File: config.mk
export PLATFORM = sky130hd
export DESIGN_NAME = mllt_front
export DESIGN_NICKNAME = d
export VERILOG_FILES = /design/src/rtl/mllt_pkg.sv /design/src/rtl/mllt_front.sv
export SDC_FILE = /design/constraint.sdc
export NUM_CORES = 1
export LEC_CHECK = 0
export BUFFER_PORTS_ARGS = -buffer_cell sky130_fd_sc_hd__buf_2
export CORE_UTILIZATION = 46
export CTS_CLUSTER_SIZE = 14
export DETAILED_ROUTE_END_ITERATION = 10
export HOLD_SLACK_MARGIN = 0.03
export PLACE_DENSITY = 0.83
export SLEW_MARGIN = 20
export SYNTH_ARGS = -nofsm -noshare
export SYNTH_HDL_FRONTEND = slang
export SYNTH_SLANG_ARGS = --single-unit
File: constraint.sdc
create_clock -name clk_i -period 3.49 [get_ports clk_i]
set_input_delay 0 -clock clk_i [delete_from_list [all_inputs] [get_ports clk_i]]
set_output_delay 0 -clock clk_i [all_outputs]
set_load 0.01 [all_outputs]
File: src/rtl/mllt_pkg.sv
// shared constants, types and tables of the mersenne lucas-lehmer test core
// no dependencies
package mllt_pkg;

  localparam int unsigned WIDTH   = 64;
  localparam int unsigned InW     = 64;
  localparam int unsigned ExpW    = 7;
  localparam int unsigned HalfW   = (WIDTH + 1) / 2;
  localparam int unsigned ProdW   = 4 * HalfW;
  localparam int unsigned QDepth  = 2;
  localparam int unsigned QAddrW  = (QDepth > 1) ? $clog2(QDepth) : 1;
  localparam int unsigned QCntW   = $clog2(QDepth + 1);

  localparam logic StatusMersenne    = 1'b0;
  localparam logic StatusNotMersenne = 1'b1;

  localparam logic [WIDTH-1:0] SeedVal = WIDTH'(4);
  localparam logic [WIDTH-1:0] TwoVal  = WIDTH'(2);
  localparam logic [ExpW-1:0]  ExpTwo  = ExpW'(2);

  typedef struct packed {
    logic [WIDTH-1:0] value;
    logic [ExpW-1:0]  exponent;
    logic             status;
    logic             is_prime;
    logic             run_ll;
  } q_entry_t;

  // sieve over all exponent codes
  function automatic logic [(1 << ExpW)-1:0] prime_bits();
    logic [(1 << ExpW)-1:0] b;
    b    = '1;
    b[0] = 1'b0;
    b[1] = 1'b0;
    for (int i = 2; i < (1 << ExpW); i++) begin
      if (b[i]) begin
        for (int j = 2 * i; j < (1 << ExpW); j += i) begin
          b[j] = 1'b0;
        end
      end
    end
    return b;
  endfunction

  localparam logic [(1 << ExpW)-1:0] PrimeBits = prime_bits();

endpackage

File: src/rtl/mllt_front.sv
// front end: input register and classification of the candidate word
// depends on mllt_pkg
module mllt_front import mllt_pkg::*; (
  input  logic           clk_i,
  input  logic           rst_ni,
  input  logic           push_i,
  input  logic [InW-1:0] value_i,
  output logic           full_o,
  output logic           q_push_o,
  output q_entry_t       q_entry_o,
  input  logic           q_full_i
);

  logic             valid_q, valid_d;
  logic [WIDTH-1:0] value_q;
  logic             accept;
  logic [WIDTH:0]   nxt_full;
  logic             mers;
  logic [ExpW-1:0]  exp_enc;
  logic             prime_ok;

  assign full_o   = valid_q && q_full_i;
  assign accept   = push_i && !full_o;
  assign q_push_o = valid_q && !q_full_i;

  always_comb begin
    valid_d = valid_q;
    if (q_push_o) valid_d = 1'b0;
    if (accept)   valid_d = 1'b1;
  end

  always_ff @(posedge clk_i or negedge rst_ni) begin
    if (!rst_ni) begin
      valid_q <= 1'b0;
    end else begin
      valid_q <= valid_d;
    end
  end

  always_ff @(posedge clk_i) begin
    if (accept) begin
      value_q <= value_i[WIDTH-1:0];
    end
  end

  // value+1 is one-hot with its bit at the exponent when the word is mersenne
  assign nxt_full = {1'b0, value_q} + (WIDTH + 1)'(1);
  assign mers     = (value_q & nxt_full[WIDTH-1:0]) == '0;

  always_comb begin
    exp_enc = '0;
    for (int i = 0; i <= WIDTH; i++) begin
      if (nxt_full[i]) exp_enc = exp_enc | ExpW'(i);
    end
  end

  assign prime_ok = PrimeBits[exp_enc];

  always_comb begin
    q_entry_o.value = value_q;
    if (!mers) begin
      q_entry_o.status   = StatusNotMersenne;
      q_entry_o.exponent = '0;
      q_entry_o.is_prime = 1'b0;
      q_entry_o.run_ll   = 1'b0;
    end else begin
      q_entry_o.status   = StatusMersenne;
      q_entry_o.exponent = exp_enc;
      q_entry_o.is_prime = (exp_enc == ExpTwo);
      q_entry_o.run_ll   = prime_ok && (exp_enc != ExpTwo);
    end
  end

endmodule

==> results.yml, run 1 <==
status:
  status: "finished, violations left"
  violations: "setup timing"
power:
  p_sw_share_pct: 26.8
  leakage_nw: 3.03
  comb_power_share_pct: 20.3
  max-vdd-ir-drop_mv: 0.264
  seqPwrFrac_pct: 48.6
  clkPwrFrac_pct: 31.1
  power_switching_mw: 0.519
  powerDensity_nw_per_um2: 277
  power.internal_mw: 1.41
sta:
  hold_slack_ps: 103
  clock_skew_ps: 6.66
  finalHoldViolCount: 0
  layout_setup_ws_ps: -692
  fin_crit_ps: 4180
  timing.fmax_mhz: 239
  finalCritPeriodShare_pct: 120
  final_max_slew_viol_count: 0
  tns_ps: -4810
  rsz0062_at_grt: "true"
  tightest_slew_ps: 972
  setup_viol: 10
  max-slew-margin-rel_pct: 35.0
die:
  placeableCoreArea_sq_um: 8680
  initial_core_util_pct: 47.1
  dieWidth_um: 96.3
  rows: 34
  die_y_um: 96.3
  die_area_sq_um: 9270
  io_pins: 144
grt:
  grt_pass1_wl_um: 22400
  first_global_vias: 4720
  grt_start_max_net_pins: 36
  grt_antenna_before_repair: 0
  grt_overflow: 0
  track_usage_pct: 32.6
route:
  drtAntennaViolNets: 0
  wire_per_inst_um: 18.8
  wl_um: 15300
  drt-pass1-iter-count: 5
  drc: 0
  via_per_inst: 5.77
  vias: 4700
  drt_iter0_markers: 455
clock_network:
  cts_num_sinks: 65
  clk_pin_slew_ps: 80
  clock_path_buffers: 2
  clkLatencyLatePin_ps: 350
  cts_buffers: 9
  cts_tree: "done"
  h-tree-depth: 3
  root_buffer: "clkbuf_8"
synthesis:
  synth_edf_count: 64
  synth-xor-area-share_pct: 0.214
  synth_adder_area_share_pct: 19.6
  yosys.area_share.simple_pct: 28.6
  ys_types: 39
  syn-num-nets: 495
  ys.flop_type: "edfxtp_1"
  syn_inst: 363
  synth_area_sq_um: 4090
  yosysWarnings: 0
  ys_seq_elements: 65
  synth.mux.area_fraction_pct: 0
  synthArstFlopShare_pct: 1.54
  synth-compound-area-share_pct: 1.90
  ys_seq_area_share_pct: 47.6
  avgSynthCellArea_sq_um: 11.3
  synth_top_family_by_area: "simple AND/OR/NAND/NOR gates"
min_path:
  hp-start: "q_full_i"
  min_to: "valid_q"
  hold_path.class: "primary input to flop"
  min_path_cells: 3
worst_setup_path:
  reg2reg_to: "value_q[36]"
  r2r_cells: 3
  crit_type: "flop to output port"
  end_kind: "output port"
  cp_max_fo: 7
  cp-start-kind: "flop"
  worstPathArrival_ps: 4180
  r2r_setup_slack_ps: 1510
  required_ps: 3490
  r2r-start: "valid_q"
place:
  place_congestion: 0.931
  hpwl_um: 9990
  dp.cells: 711
  port-buffer-count: 143
  dpl_cell_area_sq_um: 5710
layout:
  syn2layout_area_growth_pct: 70.7
  fill_cells: 500
  post-route-util_pct: 80.4
  final_nets: 834
  diodes: 0
  final_layout_size_suffix_gt1_share_pct: 46.8
  finalNonFillerCells: 815
  fin_area_sq_um: 6980
flow_run:
  maxCapViolCount: 0
[worst max-delay path by stage]
stage	startpoint	to	slack [ps]	cells after the start
6_report	value_q[20]	q_entry_o[0]	-690	19
5_1_grt	value_q[33]	q_entry_o[0]	-780	17
2_1_floorplan	value_q[17]	q_entry_o[0]	10	16
4_1_cts	value_q[17]	q_entry_o[0]	-540	17
3_5_place_dp	value_q[20]	q_entry_o[0]	-420	18
3_3_place_gp	value_q[20]	q_entry_o[0]	-270	17
[power groups by stage]
stage / combinational (mW) / sequential (mW) / clock (mW)
finish: 0.393 / 0.939 / 0.601
global route: 0.422 / 0.943 / 0.627
CTS: 0.368 / 0.937 / 0.592
detailed placement: 0.297 / 0.954 / 0
global placement: 0.288 / 0.950 / 0
floorplan: 0.0801 / 0.986 / 0
[layout make-up]
class | instances | area [sq um] | area share (%)
clock inverter | 3 | 17.5 | 0.251
tap | 108 | 135 | 1.94
timing repair buffer | 333 | 2380 | 34.1
inverter | 14 | 52.6 | 0.753
clock buffer | 13 | 159 | 2.28
sequential | 65 | 1950 | 27.9
multi-input combinational | 279 | 2290 | 32.8
[sequential cells by signal, indices dropped and copies added (netlist names)]
signal,cells
value_q,64
valid_q,1
[metrics by stage]
step           power (mW)  setup WS [ps]
3_5_place_dp         1.25           -421
2_1_floorplan        1.07           10.2
6_report             1.93           -692
5_1_grt              1.99           -778
3_3_place_gp         1.24           -271
4_1_cts              1.90           -544
[cells in the final DEF (no fill, tap or decap), types with 6 or more instances in the layout]
master / count
and3_1: 11
and4_1: 6
buf_2: 139
buf_4: 113
buf_6: 13
clkbuf_8: 11
dlygate4sd3_1: 67
edfxtp_1: 64
ha_1: 62
inv_1: 13
nand2_1: 33
nand3_1: 29
nand4_1: 45
nor2_1: 11
nor2_2: 6
nor4_1: 9
nor4_2: 10
[cell usage after synthesis (5+ instances only)]
master,instances,area (sq um)
and2_1,5,31.3
and3_1,15,93.8
and4_1,8,70.1
edfxtp_1,64,1920
ha_1,64,801
inv_1,13,48.8
nand2_1,33,124
nand3_1,31,155
nand4_1,45,282
nor2_1,19,71.3
nor3_1,10,50.1
nor4_1,18,113
[routing by layer]
layer / vias to the layer above / GRT usage, % / part of all wire, %
met2: 266 / 60.3 / 52
met3: 68 / 7.11 / 7.5
li1: 2130 / - / -
met5: - / 0 / 0
met1: 2236 / 35.1 / 37
met4: 0 / 14.9 / 4.2
[worst max-delay path, stage by stage (launching register included)]
cell,delay [ps]
edfxtp_1,370
and4_4,240
and3_4,200
nand4_1,180
nor2_2,180
inv_2,90
nor4_4,150
buf_4,180
nand4_1,100
ha_1,310
nand4_1,170
buf_4,200
nor4_4,350
nand4_1,230
buf_6,190
buf_4,130
o22ai_1,160
a22o_1,180
o22ai_2,70
buf_2,140
[kinds of logic after synthesis]
kind of cell,Yosys count
buffers and inverters,19
xor gates and xnor gates,1
adders and majority gates,64
and+or+nand+nor,202
DFF,65
AOI/OAI and AO/OA,12
[repair_timing]
| item | 4_1_cts | 5_1_grt |
|---|---|---|
| setup buffers | 10 | 11 |
| pin swaps | 23 | 32 |
| endpoints found under the hold margin | 66 | 0 |
| hold buffers | 67 | 0 |
| endpoints found under the setup margin | 10 | 10 |
| resized for setup | 25 | 33 |
No activity file was read; power rests on OpenSTA's default activity.
==> run 2, diff against run 1 <==
--- a/config.mk
+++ b/config.mk
@@ -6,11 +6,12 @@
 export NUM_CORES = 1
 export LEC_CHECK = 0
 export BUFFER_PORTS_ARGS = -buffer_cell sky130_fd_sc_hd__buf_2
-export CORE_UTILIZATION = 46
+export CORE_UTILIZATION = 47
+export CTS_BUF_LIST = sky130_fd_sc_hd__clkbuf_2 sky130_fd_sc_hd__clkbuf_4 sky130_fd_sc_hd__clkbuf_8
 export CTS_CLUSTER_SIZE = 14
 export DETAILED_ROUTE_END_ITERATION = 10
 export HOLD_SLACK_MARGIN = 0.03
-export PLACE_DENSITY = 0.83
+export PLACE_DENSITY = 0.84
 export SLEW_MARGIN = 20
 export SYNTH_ARGS = -nofsm -noshare
 export SYNTH_HDL_FRONTEND = slang
==> run 2 against run 1 <==
Against the previous run:
- the flow still finishes with violations (setup timing)
- sequential power up 0.4%
- worst setup slack worse by 290 ps
- core utilization up 7.2 points
- sequential cell count unchanged
- critical endpoint unchanged
==> results.yml, run 2 (same netlist as run 1, synthesis figures left out) <==
die:
  initial_core_util_pct: 49.3
  die_y_um: 95.3
  rows: 33
  placeableCoreArea_sq_um: 8300
  io_pins: 144
  die_area_sq_um: 9080
  dieWidth_um: 95.3
layout:
  layout_common_cells: "buf_2 (139), buf_4 (131), dlygate4sd3_1 (67)"
  final_common_cell: "buf_2"
  final_nets: 855
  largest_reg_flops: 64
  regMostFlops: "value_q"
  top_regs: "value_q: 64 flops, valid_q: 1 flops"
  final_layout_size_suffix_gt1_share_pct: 49.6
  post-route-util_pct: 87.7
  finalNonFillerCells: 833
  syn2layout_area_growth_pct: 77.9
  diodes: 0
route:
  drt-pass1-iter-count: 6
  wl_um: 19500
  vias: 5266
  drc: 0
  wire_per_inst_um: 23.4
  drtAntennaViolNets: 0
  drt_iter0_markers: 691
  via_per_inst: 6.32
min_path:
  min_to: "valid_q"
  hold_path.class: "primary input to flop"
  min_path_cells: 3
  hp-start: "q_full_i"
worst_setup_path:
  end_kind: "output port"
  r2r_setup_slack_ps: 1530
  r2r-start: "valid_q"
  cp_cell_sequence: "and3_4 -> and2_4 -> nand4_1 -> nor2_2 -> inv_2 -> buf_6 -> nor3_2 -> buf_4 -> buf_4 -> nand3_1 -> ha_4 -> nand4_1 -> nor4_4 -> nand4_1 -> buf_4 -> buf_2 -> a31oi_1 -> a22o_1 -> o22ai_2 -> buf_2"
  cp_max_fo: 4
  reg2reg_to: "value_q[63]"
  max_stage_delay_ps: 470
  r2r_cells: 3
  worstPathArrival_ps: 4470
  required_ps: 3490
  crit_path_top_delay_cell: "nor4_4"
  cp-start-kind: "flop"
  crit_type: "flop to output port"
power:
  leakage_nw: 3.16
  max-vdd-ir-drop_mv: 0.241
  powerDensity_nw_per_um2: 291
grt:
  grt_overflow: 0
  first_global_vias: 4975
  grt_start_max_net_pins: 37
  grt_pass1_wl_um: 24600
  grt_antenna_before_repair: 0
  track_usage_pct: 36.4
clock_network:
  cts_tree: "done"
  cts_buffers: 9
  cts_num_sinks: 65
  clkLatencyLatePin_ps: 360
  clock_path_buffers: 2
  root_buffer: "clkbuf_8"
  h-tree-depth: 3
  clk_pin_slew_ps: 90
sta:
  clock_skew_ps: 11.5
  tns_ps: -7530
  timing.fmax_mhz: 224
  layout_setup_ws_ps: -984
  fin_crit_ps: 4470
  finalHoldViolCount: 0
  tightest_slew_ps: 912
  setup_viol: 10
  finalCritPeriodShare_pct: 128
  max-slew-margin-rel_pct: 38.6
  rsz0062_at_grt: "true"
  final_max_slew_viol_count: 0
status:
  status: "finished, violations left"
  violations: "setup timing"
place:
  hpwl_um: 10200
  dp.cells: 715
  port-buffer-count: 143
  place_congestion: 0.975
flow_run:
  maxCapViolCount: 0
run 2: critical path: cells and delay by family, from the launching register on:
kind	cells	cell delay, ps
and+or+nand+nor	9	1940
buffers and inverters	7	970
DFF	1	460
AOI/OAI and AO/OA	3	390
adders and majority gates	1	340
run 2: metal layers:
layer / vias up / wire length (um) / GRT usage, %
met4: 0 / 1560 / 19.8
li1: 2167 / - / -
met5: - / 0 / 0
met3: 184 / 2070 / 7.58
met2: 492 / 9430 / 66.3
met1: 2423 / 6400 / 39.0
run 2: cell type report:
type,count,area [sq um]
Timing Repair Buffer,354,2560
Multi-Input combinational cell,279,2370
Sequential cell,65,1950
Fill cell,339,1020
Clock buffer,10,131
Tap cell,105,131
Clock inverter,6,82.6
Inverter,14,52.6
run 2: per-stage QoR:
| step | hold slack [ps] | setup slack [ps] | total power, mW | area, sq um |
|---|---|---|---|---|
| 2_1_floorplan | -296 | 10.2 | 1.07 | 4110 |
| 3_3_place_gp | -225 | -226 | 1.24 | 5770 |
| 3_5_place_dp | -225 | -329 | 1.26 | 5770 |
| 4_1_cts | 94.4 | -458 | 2.02 | 7010 |
| 5_1_grt | 145 | -1220 | 2.16 | 7280 |
| 6_report | 115 | -984 | 2.12 | 7280 |
run 2: worst max path at each step:
stage | from | slack [ps] | end | depth (start not counted)
after CTS | value_q[12] | -460 | q_entry_o[0] | 18
after global placement | value_q[15] | -230 | q_entry_o[0] | 16
final | value_q[0] | -980 | q_entry_o[0] | 20
after floorplan | value_q[17] | 10 | q_entry_o[0] | 16
after detailed placement | value_q[14] | -330 | q_entry_o[0] | 16
after global routing | value_q[15] | -1220 | q_entry_o[0] | 20
run 2: power breakdown:
group          switching, mW  leakage (nW)  total, mW  internal, mW
clock network          0.330         0.111      0.737         0.407
registers             0.0321         0.620      0.943         0.911
logic                  0.214          2.43      0.437         0.223
run 2: what timing repair did:
action	4_1_cts	5_1_grt
endpoints found under the hold margin	66	0
gates resized for setup	44	27
setup buffers	16	18
pin swaps	32	40
hold buffers	67	0
setup endpoints to repair	10	10
gates cloned	1	0
==> run 3, diff against run 2 <==
--- a/config.mk
+++ b/config.mk
@@ -6,6 +6,7 @@
 export NUM_CORES = 1
 export LEC_CHECK = 0
 export BUFFER_PORTS_ARGS = -buffer_cell sky130_fd_sc_hd__buf_2
+export CORE_ASPECT_RATIO = 1.75
 export CORE_UTILIZATION = 47
 export CTS_BUF_LIST = sky130_fd_sc_hd__clkbuf_2 sky130_fd_sc_hd__clkbuf_4 sky130_fd_sc_hd__clkbuf_8
 export CTS_CLUSTER_SIZE = 14
==> run 3 against run 2 <==
Against the previous run:
- the run still ends with setup timing left
- clock power grew 2%
- die area grew 0.16%
- register-to-register slack gained 250 ps
- global-route usage grew 2.0 points
- power shrank 0.97%
- non-clock buffer count shrank 30
- sequential power is essentially flat
==> results.yml, run 3 (same netlist as run 1, synthesis figures left out) <==
worst_setup_path:
  r2r_cells: 3
  crit_path_top_delay_cell: "edfxtp_1"
  cp_cell_sequence: "and4_1 -> and4_1 -> nand4_1 -> nor2_2 -> inv_2 -> buf_6 -> nor3_4 -> buf_6 -> nand2_1 -> ha_1 -> nand4_1 -> nor2_1 -> nand4_1 -> buf_6 -> xor2_1 -> o22ai_1 -> a22o_1 -> o22ai_2 -> buf_2"
  cp-start-kind: "flop"
  cp_max_fo: 9
  crit_type: "flop to output port"
  max_stage_delay_ps: 360
  worstPathArrival_ps: 4160
  end_kind: "output port"
  required_ps: 3490
die:
  io_pins: 144
  die_area_sq_um: 9090
  die_y_um: 125
  placeableCoreArea_sq_um: 8370
  dieWidth_um: 72.5
  rows: 44
  initial_core_util_pct: 48.9
min_path:
  min_path_cells: 3
  hold_path.class: "primary input to flop"
route:
  drtAntennaViolNets: 0
  vias: 4897
  drc: 0
  drt_iter0_markers: 407
  wire_per_inst_um: 21.0
  wl_um: 17000
  via_per_inst: 6.02
  drt-pass1-iter-count: 8
sta:
  setup_viol: 10
  final_max_slew_viol_count: 0
  clock_skew_ps: 17.5
  rsz0062_at_grt: "true"
  finalHoldViolCount: 0
  tightest_slew_ps: 840
  finalCritPeriodShare_pct: 119
  max-slew-margin-rel_pct: 44.0
  tns_ps: -4340
  timing.fmax_mhz: 240
  layout_setup_ws_ps: -673
  fin_crit_ps: 4160
layout:
  top_regs: "value_q: 64 flops, valid_q: 1 flops"
  final_layout_size_suffix_gt1_share_pct: 47.3
  diodes: 0
  final_nets: 825
  syn2layout_area_growth_pct: 72.4
  finalNonFillerCells: 813
  layout_common_cells: "buf_2 (138), buf_4 (101), dlygate4sd3_1 (67)"
  largest_reg_flops: 64
  final_common_cell: "buf_2"
  post-route-util_pct: 84.2
  regMostFlops: "value_q"
flow_run:
  maxCapViolCount: 0
clock_network:
  cts_buffers: 9
  clk_pin_slew_ps: 80
  root_buffer: "clkbuf_8"
  clkLatencyLatePin_ps: 370
  cts_num_sinks: 65
  h-tree-depth: 3
  clock_path_buffers: 2
  cts_tree: "done"
power:
  max-vdd-ir-drop_mv: 0.532
  clkPwrFrac_pct: 35.9
  powerDensity_nw_per_um2: 298
  comb_power_share_pct: 19.0
  leakage_nw: 3.01
  power.internal_mw: 1.54
  seqPwrFrac_pct: 45.1
  power_switching_mw: 0.556
  p_sw_share_pct: 26.5
  total_power_mw: 2.10
grt:
  grt_start_max_net_pins: 65
  track_usage_pct: 38.4
  grt_overflow: 0
  first_global_vias: 5239
  grt_pass1_wl_um: 25800
  grt_antenna_before_repair: 0
place:
  dp.cells: 715
  port-buffer-count: 143
  hpwl_um: 10800
  place_congestion: 0.963
status:
  status: "finished, violations left"
  violations: "setup timing"
run 3: cell types whose count changed in the layout (fill, tap and decap cells not counted), sizes merged:
cell | previous run | this run
clkinv | 4 | 2
clkinvlp | 0 | 1
inv | 14 | 15
buf | 287 | 257
run 3: final timing paths:
kind                            slack [ps]           end         from
worst max register to register        1780   value_q[62]      valid_q
worst max-delay path                  -670  q_entry_o[0]  value_q[15]
min in group asynchronous              480       valid_q       rst_ni
max in group asynchronous             2910       valid_q       rst_ni
worst min-delay path                    90       valid_q     q_full_i
worst min register to register         690       valid_q      valid_q
run 3: through the flow:
stage                     cell area [sq um]  hold WS, ps  setup WS, ps
final                                  7050         91.7          -673
after floorplan                        4110         -296          10.2
after global placement                 5680         -226          -284
after CTS                              6870         87.0          -429
after global routing                   7050          121          -844
after detailed placement               5680         -221          -330
run 3: final cells by class:
cell class              instances  area (sq um)
clock buffers                  10           138
clock inverters                 6          90.1
fillers                       464          1320
inverters                      14          52.6
multi-input cells             279          2360
flip-flops and latches         65          1950
well taps                     115           144
repair buffers                324          2320
run 3: what timing repair did:
item	4_1_cts	5_1_grt
hold endpoints to repair	66	0
setup endpoints to repair	10	10
resized for setup	42	29
hold buffers	67	0
pin swaps	34	16
buffers inserted	11	6
gates cloned	0	0
run 3: worst max-delay path, delay by kind of cell, from the launching register on:
kind	cells	cell delay, ps
AO/OA/AOI/OAI	3	480
AND/OR/NAND/NOR	9	1690
adder cells (fa/ha/maj)	1	340
flip-flops	1	360
buffers and inverters	5	710
XOR/XNOR	1	190
run 3: metal layers:
layer	wire length [um]	global-route usage (%)	share of wire [%]
met3	1200	8.94	7.1
met2	9270	69.7	54
met1	5230	36.1	31
met4	1340	27.5	7.8
met5	0	0	0
run 3: power by group through the flow:
| stage | clock network [mW] | logic [mW] | registers, mW |
|---|---|---|---|
| 2_1_floorplan | 0 | 0.0801 | 0.986 |
| 3_3_place_gp | 0 | 0.289 | 0.953 |
| 3_5_place_dp | 0 | 0.296 | 0.956 |
| 4_1_cts | 0.742 | 0.371 | 0.941 |
| 5_1_grt | 0.776 | 0.422 | 0.949 |
| 6_report | 0.754 | 0.398 | 0.946 |
